`src/hdl/kld_pkg.sv`:
```
package kld_pkg;

    localparam int MaxRefEntries = 16;
    localparam int KeyBits       = 8;
    localparam int LevelBits     = 16;
    localparam int CntW          = $clog2(MaxRefEntries + 1);
    // partial sum of one probe over all cells, no overflow possible
    localparam int PsumW         = LevelBits + CntW;
    localparam int AccW          = 32;

    localparam logic [1:0] CMD_CLEAR  = 2'd0;
    localparam logic [1:0] CMD_APPEND = 2'd1;
    localparam logic [1:0] CMD_PROBE  = 2'd2;

    typedef struct packed {
        logic                 valid;
        logic                 last;
        logic                 matched;
        logic [KeyBits-1:0]   key;
        logic [LevelBits-1:0] level;
        logic [PsumW-1:0]     psum;
    } t_token;

endpackage

```
`src/hdl/keyed_level_distance_top.sv`:
```
// channel  | handshake          | payload
// request  | start / busy       | i_cmd, i_room_key, i_level, i_last
// result   | o_valid (strobe)   | o_distance, o_saturated, o_ref_overflow
//
// clear and append leave busy low.
// a probe walks the row of cells, one cell a cycle: busy stays high from the accepting edge
// until the probe leaves the last cell of the row.
// the result strobe is high in the first cycle that busy is low again after a last probe.
// synchronous active-low reset clears count, drop and saturation flags, accumulator, busy, strobe and row valid bits.
// results cannot be held off: o_valid is high for exactly one cycle.
module keyed_level_distance_top
    import kld_pkg::*;
(
    input  logic                 i_clk,
    input  logic                 i_rst_n,
    input  logic                 start,
    output logic                 busy,
    input  logic [1:0]           i_cmd,
    input  logic [KeyBits-1:0]   i_room_key,
    input  logic [LevelBits-1:0] i_level,
    input  logic                 i_last,
    output logic                 o_valid,
    output logic [AccW-1:0]      o_distance,
    output logic                 o_saturated,
    output logic                 o_ref_overflow
);

    logic              w_acc_req;
    logic [CntW-1:0]   r_count;
    logic              r_drop;
    logic              r_busy;
    logic [AccW-1:0]   r_acc;
    logic              r_sat;
    logic              r_valid;
    logic [AccW-1:0]   r_distance;
    logic              r_saturated;
    logic              r_overflow;
    t_token            w_tok [0:MaxRefEntries];
    t_token            w_tail;
    logic [AccW:0]     w_sum;
    logic [AccW-1:0]   w_acc_next;
    logic              w_clip;

    assign w_acc_req = start && !r_busy;
    assign busy      = r_busy;

    always_comb begin
        w_tok[0].valid   = w_acc_req && (i_cmd == CMD_PROBE);
        w_tok[0].last    = i_last;
        w_tok[0].matched = 1'b0;
        w_tok[0].key     = i_room_key;
        w_tok[0].level   = i_level;
        w_tok[0].psum    = '0;
    end

    for (genvar g = 0; g < MaxRefEntries; g++) begin : g_cell
        kld_cell u_cell (
            .i_clk      (i_clk),
            .i_rst_n    (i_rst_n),
            .i_wr       (w_acc_req && (i_cmd == CMD_APPEND) && (r_count == CntW'(g))),
            .i_wr_key   (i_room_key),
            .i_wr_level (i_level),
            .i_en       (r_count > CntW'(g)),
            .i_tok      (w_tok[g]),
            .o_tok      (w_tok[g+1])
        );
    end

    assign w_tail = w_tok[MaxRefEntries];

    // no match anywhere: the probe level itself is added
    assign w_sum      = {1'b0, r_acc}
                      + (w_tail.matched ? (AccW+1)'(w_tail.psum) : (AccW+1)'(w_tail.level));
    assign w_clip     = w_sum[AccW];
    assign w_acc_next = w_clip ? {AccW{1'b1}} : w_sum[AccW-1:0];

    always_ff @(posedge i_clk) begin
        if (!i_rst_n) begin
            r_count <= '0;
            r_drop  <= 1'b0;
            r_busy  <= 1'b0;
            r_acc   <= '0;
            r_sat   <= 1'b0;
            r_valid <= 1'b0;
        end else begin
            r_valid <= w_tail.valid && w_tail.last;
            if (w_acc_req) begin
                case (i_cmd)
                    CMD_CLEAR: begin
                        r_count <= '0;
                        r_drop  <= 1'b0;
                    end
                    CMD_APPEND: begin
                        if (r_count == CntW'(MaxRefEntries)) begin
                            r_drop <= 1'b1;
                        end else begin
                            r_count <= r_count + CntW'(1);
                        end
                    end
                    CMD_PROBE: begin
                        r_busy <= 1'b1;
                    end
                    default: begin
                    end
                endcase
            end
            if (w_tail.valid) begin
                r_busy <= 1'b0;
                if (w_tail.last) begin
                    r_acc   <= '0;
                    r_sat   <= 1'b0;
                end else begin
                    r_acc   <= w_acc_next;
                    r_sat   <= r_sat | w_clip;
                end
            end
        end
    end

    always_ff @(posedge i_clk) begin
        if (w_tail.valid && w_tail.last) begin
            r_distance  <= w_acc_next;
            r_saturated <= r_sat | w_clip;
            r_overflow  <= r_drop;
        end
    end

    assign o_valid        = r_valid;
    assign o_distance     = r_distance;
    assign o_saturated    = r_saturated;
    assign o_ref_overflow = r_overflow;

    a_count_range: assert property (@(posedge i_clk) disable iff (!i_rst_n)
        r_count <= CntW'(MaxRefEntries))
        else $error("reference count beyond capacity");

    a_tail_busy: assert property (@(posedge i_clk) disable iff (!i_rst_n)
        w_tail.valid |-> r_busy)
        else $error("probe leaves the row while idle");

    a_probe_busy: assert property (@(posedge i_clk) disable iff (!i_rst_n)
        (w_acc_req && (i_cmd == CMD_PROBE)) |=> r_busy)
        else $error("probe accepted without going busy");

    a_result_src: assert property (@(posedge i_clk) disable iff (!i_rst_n)
        (r_valid && $past(i_rst_n)) |-> ($past(w_tail.valid) && $past(w_tail.last)))
        else $error("result strobe without a last probe");

endmodule

```
`src/hdl/kld_cell.sv`:
```
module kld_cell
    import kld_pkg::*;
(
    input  logic                 i_clk,
    input  logic                 i_rst_n,
    input  logic                 i_wr,
    input  logic [KeyBits-1:0]   i_wr_key,
    input  logic [LevelBits-1:0] i_wr_level,
    input  logic                 i_en,
    input  t_token               i_tok,
    output t_token               o_tok
);

    logic [KeyBits-1:0]   r_key;
    logic [LevelBits-1:0] r_level;
    t_token               r_tok;
    t_token               n_tok;
    logic                 w_hit;
    logic [LevelBits-1:0] w_diff;

    always_ff @(posedge i_clk) begin
        if (i_wr) begin
            r_key   <= i_wr_key;
            r_level <= i_wr_level;
        end
    end

    assign w_hit  = i_tok.valid && i_en && (i_tok.key == r_key);
    assign w_diff = (i_tok.level >= r_level) ? (i_tok.level - r_level)
                                             : (r_level - i_tok.level);

    always_comb begin
        n_tok         = i_tok;
        n_tok.matched = i_tok.matched | w_hit;
        n_tok.psum    = i_tok.psum + (w_hit ? PsumW'(w_diff) : PsumW'(0));
    end

    always_ff @(posedge i_clk) begin
        if (!i_rst_n) begin
            r_tok.valid <= 1'b0;
        end else begin
            r_tok.valid <= n_tok.valid;
        end
        r_tok.last    <= n_tok.last;
        r_tok.matched <= n_tok.matched;
        r_tok.key     <= n_tok.key;
        r_tok.level   <= n_tok.level;
        r_tok.psum    <= n_tok.psum;
    end

    assign o_tok = r_tok;

endmodule

```
`config.mk`:
```
export PLATFORM = sky130hd
export DESIGN_NAME = keyed_level_distance_top
export DESIGN_NICKNAME = d
export VERILOG_FILES = /design/src/hdl/kld_pkg.sv /design/src/hdl/keyed_level_distance_top.sv /design/src/hdl/kld_cell.sv
export SDC_FILE = /design/constraint.sdc
export NUM_CORES = 2
export LEC_CHECK = 0
export BUFFER_PORTS_ARGS = -buffer_cell sky130_fd_sc_hd__buf_2
export CAP_MARGIN = 25
export CORE_MARGIN = 5
export CORE_UTILIZATION = 70
export DETAILED_ROUTE_END_ITERATION = 6
export PLACE_DENSITY = 0.9
export SETUP_SLACK_MARGIN = 0.3
export SKIP_CTS_REPAIR_TIMING = 1
export SYNTH_ARGS = -nofsm -noshare
export SYNTH_HDL_FRONTEND = slang
export SYNTH_HIERARCHICAL = 1
export SYNTH_SLANG_ARGS = --single-unit
export TNS_END_PERCENT = 50
```
`constraint.sdc`:
```
create_clock -name i_clk -period 7.4 [get_ports i_clk]
set_clock_uncertainty 0.1 [all_clocks]
set_input_delay 0.74 -clock i_clk [delete_from_list [all_inputs] [get_ports i_clk]]
set_output_delay 0.74 -clock i_clk [all_outputs]
set_load 0.01 [all_outputs]
```
-- Word level (Yosys, flattened, before mapping)
Index checks and enable logic that the tools add are counted.
- add/subtract/negate cells: 49
- $lt $le $gt $ge: 32
- equal/unequal tests: 36
- muxes and demuxes: 39
- bitwise operators: 17
- reduce and logical (&&, ||, !) cells: 60
- operator list (cell ; count):
    subtractor 16 bit ; 32
    two-way mux 16 bit ; 31
    adder 21 bit ; 15
    >= comparator 16 bit ; 16
    equality test 8 bit ; 16
    two-way mux 32 bit ; 2
    logical AND 1 bit ; 52
    equality test 5 x 4 -> 1 bit, second input constant ; 8
    > comparator 5 x 4 -> 1 bit, second input constant ; 8
    adder 32 x 21 -> 33 bit ; 1
    two-way mux 21 bit ; 1
    equality test 5 x 3 -> 1 bit, second input constant ; 4
    > comparator 5 x 3 -> 1 bit, second input constant ; 4
    OR 1 bit ; 16
    equality test 5 x 2 -> 1 bit, second input constant ; 2
    > comparator 5 x 1 -> 1 bit, second input constant ; 2
    > comparator 5 x 2 -> 1 bit, second input constant ; 2
    case mux 5 bit (2 select lines) ; 1
    AND reduction 3 bit ; 2
    adder 5 x 1 -> 5 bit, second input constant ; 1
    equality test 5 x 1 -> 1 bit, second input constant ; 1
    equality test 5 bit, second input constant ; 1
    logical NOT 5 bit ; 1
    two-way mux 5 bit ; 1
    other kinds (12) ; 13
- flip-flop bits (word level): 1219
- input bits: 30
- output and inout bits: 36
- word-level logic and storage cells: 370

-- Depth between registers and ports, before layout
- depth in word-level cells: 5
- mapped depth: 23
- mapped depth without buffers: 21

-- Modules after synthesis
The synthesis kept the hierarchy.
- modules (own cells, without submodules) (module ; instances ; cells each ; area each (um^2) ; sequential area each (um^2)):
    kld_cell (g_cell[13].u_cell ...) ; 5 ; 433 ; 4309.1 ; 1681.6
    kld_cell (g_cell[4].u_cell ...) ; 4 ; 411 ; 4214.0 ; 1681.6
    kld_cell (g_cell[10].u_cell ...) ; 3 ; 427 ; 4284.1 ; 1681.6
    keyed_level_distance_top ; 1 ; 509 ; 4702.0 ; 1841.8
    kld_cell (g_cell[0].u_cell) ; 1 ; 462 ; 4465.5 ; 1681.6
    kld_cell (g_cell[8].u_cell) ; 1 ; 438 ; 4265.3 ; 1681.6
    kld_cell (g_cell[3].u_cell) ; 1 ; 435 ; 4254.1 ; 1681.6
    kld_cell (g_cell[9].u_cell) ; 1 ; 410 ; 4179.0 ; 1681.6

-- Least setup slack after synthesis
OpenSTA, ideal clock, no wires.
- kind: register to register
- start: register g_cell[7].u_cell.r_tok, in the netlist g_cell[7].u_cell/o_tok[21]
- end: register g_cell[8].u_cell.r_tok, in the netlist g_cell[8].u_cell/o_tok[19]
- setup time: 64 ps
- arrival: 4357 ps
- required time: 7236 ps
- slack: 2878 ps
- stages on the path, launching flop included: 21
- path buffers: 1
- clock period less this slack: 4522 ps
- cell sequence: dfxtp_1 > inv_1 > ha_1 > inv_1 > fa_1 > a21o_1 > a2111oi_2 > o21ai_1 > a211o_1 > buf_6 > a2111oi_0 > or3_1 > a21oi_1 > ha_1 > and3_1 > nand4_1 > nor3_1 > a211oi_1 > nand3b_1 > or4b_2 > nand4_1
- RTL lines (what ; RTL line ; source):
    start: declaration ; kld_cell.sv:16 ; t_token r_tok;
    end: declaration ; kld_cell.sv:16 ;

==> metrics.md <==
| Metric | Value |
|---|---|
| Worst setup SP type | flop |
| Grt ovf | 0 |
| R2R cell count | 19 |
| Largest net degree at the start of global routing | 42 |
| Hold Path Depth | 0 |
| Final setup TNS | 0 ns |
| # port buffers | 65 |
| Post-synthesis cell count | 7336 |
| Avg Cell Area, Syn | 9.95 sq um |
| Yosys warning count | 6 |
| CTS clk-pin slew, worst paths | 0.06 ns |
| Crit Path Max Fanout | 19 |
| Tot GR Track Use | 34.1% |
| Synth-to-layout area growth | 7.21% |
| Fin. Hold Viols | 0 |
| Worst R2R End | g_cell[8].u_cell/o_tok[19] |
| Placed insts | 8620 |
| Initial Util | 70.5% |
| Minimum clock period | 5.57 ns |
| Via Count | 56500 |
| DRC | 0 |
| M1 WL | 81.4 mm |
| RSZ-0062 raised after global routing | false |
| Drt first pass iters | 7 |
| WP data arrival | 6.15 ns |
| Vias in the first global route | 55400 |
| R2r startpoint | g_cell[7].u_cell/o_tok[21] |
| R2r setup slk | 1.83 ns |
| Slew headroom | 29.5% |
| Share of cells above drive strength 1 | 7.02% |
| Worst Hold Class | flop to flop |
| First-pass GRT wire length | 306 mm |
| Metal3 WL | 16.0 mm |
| Crit Path Class | flop to flop |
| Row count | 118 |
| Setup violators final | 0 |
| CTS HTree Levels | 3 |
| Final cycle utilization of the critical path | 75.3% |
| Max cap viols | 0 |
| Die Height | 333 um |
| DIE AREA | 111000 sq um |
| Net count, final | 8227 |
| Clock sinks | 1219 |
| Worst-Margin Slew | 1.06 ns |
| Routed WL per cell | 22.3 um |
| Status | finished, final reports clean |
| Die X | 333 um |
| Top Ports | 66 |
| Antenna violations before repair | 16 |
| Power Density | 198 nW/um^2 |
| Leak pwr | 36.4 nW |
| Hold Path End | g_cell[6].u_cell/o_tok[46] |
| Top Metal Used | met5 |
| Dpl hpwl | 143 mm |
| Synth Cell Area | 73000 sq um |
| Final Slew Violations | 0 |
| Hold_sp | g_cell[5].u_cell/o_tok[46] |
| Root buffer cell | clkbuf_16 |
| Post-route ant nets | 0 |
| Initial DRC Count | 6400 |
| Placer Congestion | 0.972 |
| Clock latency at the later pin of the worst-skew pair | 0.75 ns |
| Maximum vdd drop | 0.000206 V |
| Finished Layout Cells | 8869 |
| CTS tree | yes |
| Setup crit end kind | flop |
| TritonCTS buffer count | 121 |
| Met2 routed WL | 91.4 mm |
| Max Clk Rate | 0.180 GHz |
| Fillcell total | 6976 |
| Post-DR vias/cell | 6.37 |
| Core area | 103000 sq um |
| CP required | 7.97 ns |
| Longest Clk Path Bufs | 3 |
| Final wirelength | 198 mm |
critical path, stage by stage, from the launching register on:
cell and delay (ns):
dfxtp_1 0.35, inv_1 0.09, ha_1 0.20, inv_1 0.07, fa_1 0.40, a21o_1 0.22, a2111oi_2 0.37, o21ai_1 0.11
a211o_1 0.62, a2111oi_0 0.56, or3_1 0.17, a21oi_1 0.06, ha_1 0.43, and3_1 0.26, nand4_1 0.11, nor3_1 0.18
a211oi_1 0.12, nand3b_1 0.29, or4b_2 0.66, nand4_1 0.11
routing by layer:
metal  vias up  track usage [%]
li1      26200                -
met1     27100             45.2
met2      2601             55.9
met3       584             6.10
met4         6             13.9
met5         -                0
layout make-up:
class | instances | area [sq um] | share of cell area [%]
multi-input cells | 5256 | 40500 | 51.8
flip-flops and latches | 1219 | 28600 | 36.5
clock buffers | 154 | 3290 | 4.20
inverters | 670 | 2510 | 3.22
well taps | 1380 | 1730 | 2.21
clock inverters | 77 | 893 | 1.14
repair buffers | 102 | 673 | 0.861
diodes | 11 | 27.5 | 0.0352
power by group:
part / internal, W / total (W) / switching [W]
registers: 0.00714 / 0.00736 / 0.000216
logic: 0.000665 / 0.00171 / 0.00104
clock network: 0.00361 / 0.00640 / 0.00279
cell usage in the layout, fill, tap and decap left out, drive strengths merged, types with 212 or more instances in the layout:
| cell type | n |
|---|---|
| a21o | 356 |
| inv | 679 |
| ha | 778 |
| edfxtp | 418 |
| o21ai | 330 |
| mux2i | 212 |
| a21oi | 609 |
| xor2 | 253 |
| nand2 | 340 |
| xnor2 | 403 |
| nor2 | 443 |
| dfxtp | 801 |
worst max path at each step:
stage / slack [ns] / cells past startpoint / from / to
after floorplan: 2.88 / 20 / g_cell[7].u_cell/o_tok[21] / g_cell[8].u_cell/o_tok[19]
after global placement: 1.84 / 21 / g_cell[4].u_cell/o_tok[21] / g_cell[5].u_cell/o_tok[19]
after detailed placement: 1.69 / 21 / g_cell[4].u_cell/o_tok[21] / g_cell[5].u_cell/o_tok[17]
after CTS: 1.58 / 21 / g_cell[4].u_cell/o_tok[21] / g_cell[5].u_cell/o_tok[17]
after global routing: 1.42 / 21 / g_cell[2].u_cell/o_tok[21] / g_cell[3].u_cell/o_tok[20]
final: 1.83 / 19 / g_cell[7].u_cell/o_tok[21] / g_cell[8].u_cell/o_tok[19]
state kept, by name, summed over array words and instances, names as in the netlist:
signal and count:
busy 1, g_cell.u_cell/o_tok 760, g_cell.u_cell/r_key 128, g_cell.u_cell/r_level 256, o_distance 32, o_ref_overflow 1
o_saturated 1, o_valid 1, r_acc 32, r_count 5, r_drop 1, r_sat 1
stage by stage:
stage               setup WS [ns]  hold WS (ns)  total power, W  utilization [%]  cell area, sq um
detailed placement           1.69         0.214         0.00913             71.4             73900
global route                 1.42         0.225          0.0160             75.6             78200
global placement             1.84         0.210         0.00909             71.4             73900
floorplan                    2.88         0.210         0.00864                -             73100
CTS                          1.58       -0.0377          0.0155             75.4             78100
finish                       1.83         0.213          0.0155             75.6             78200
(Power assumes the default switching activity.)
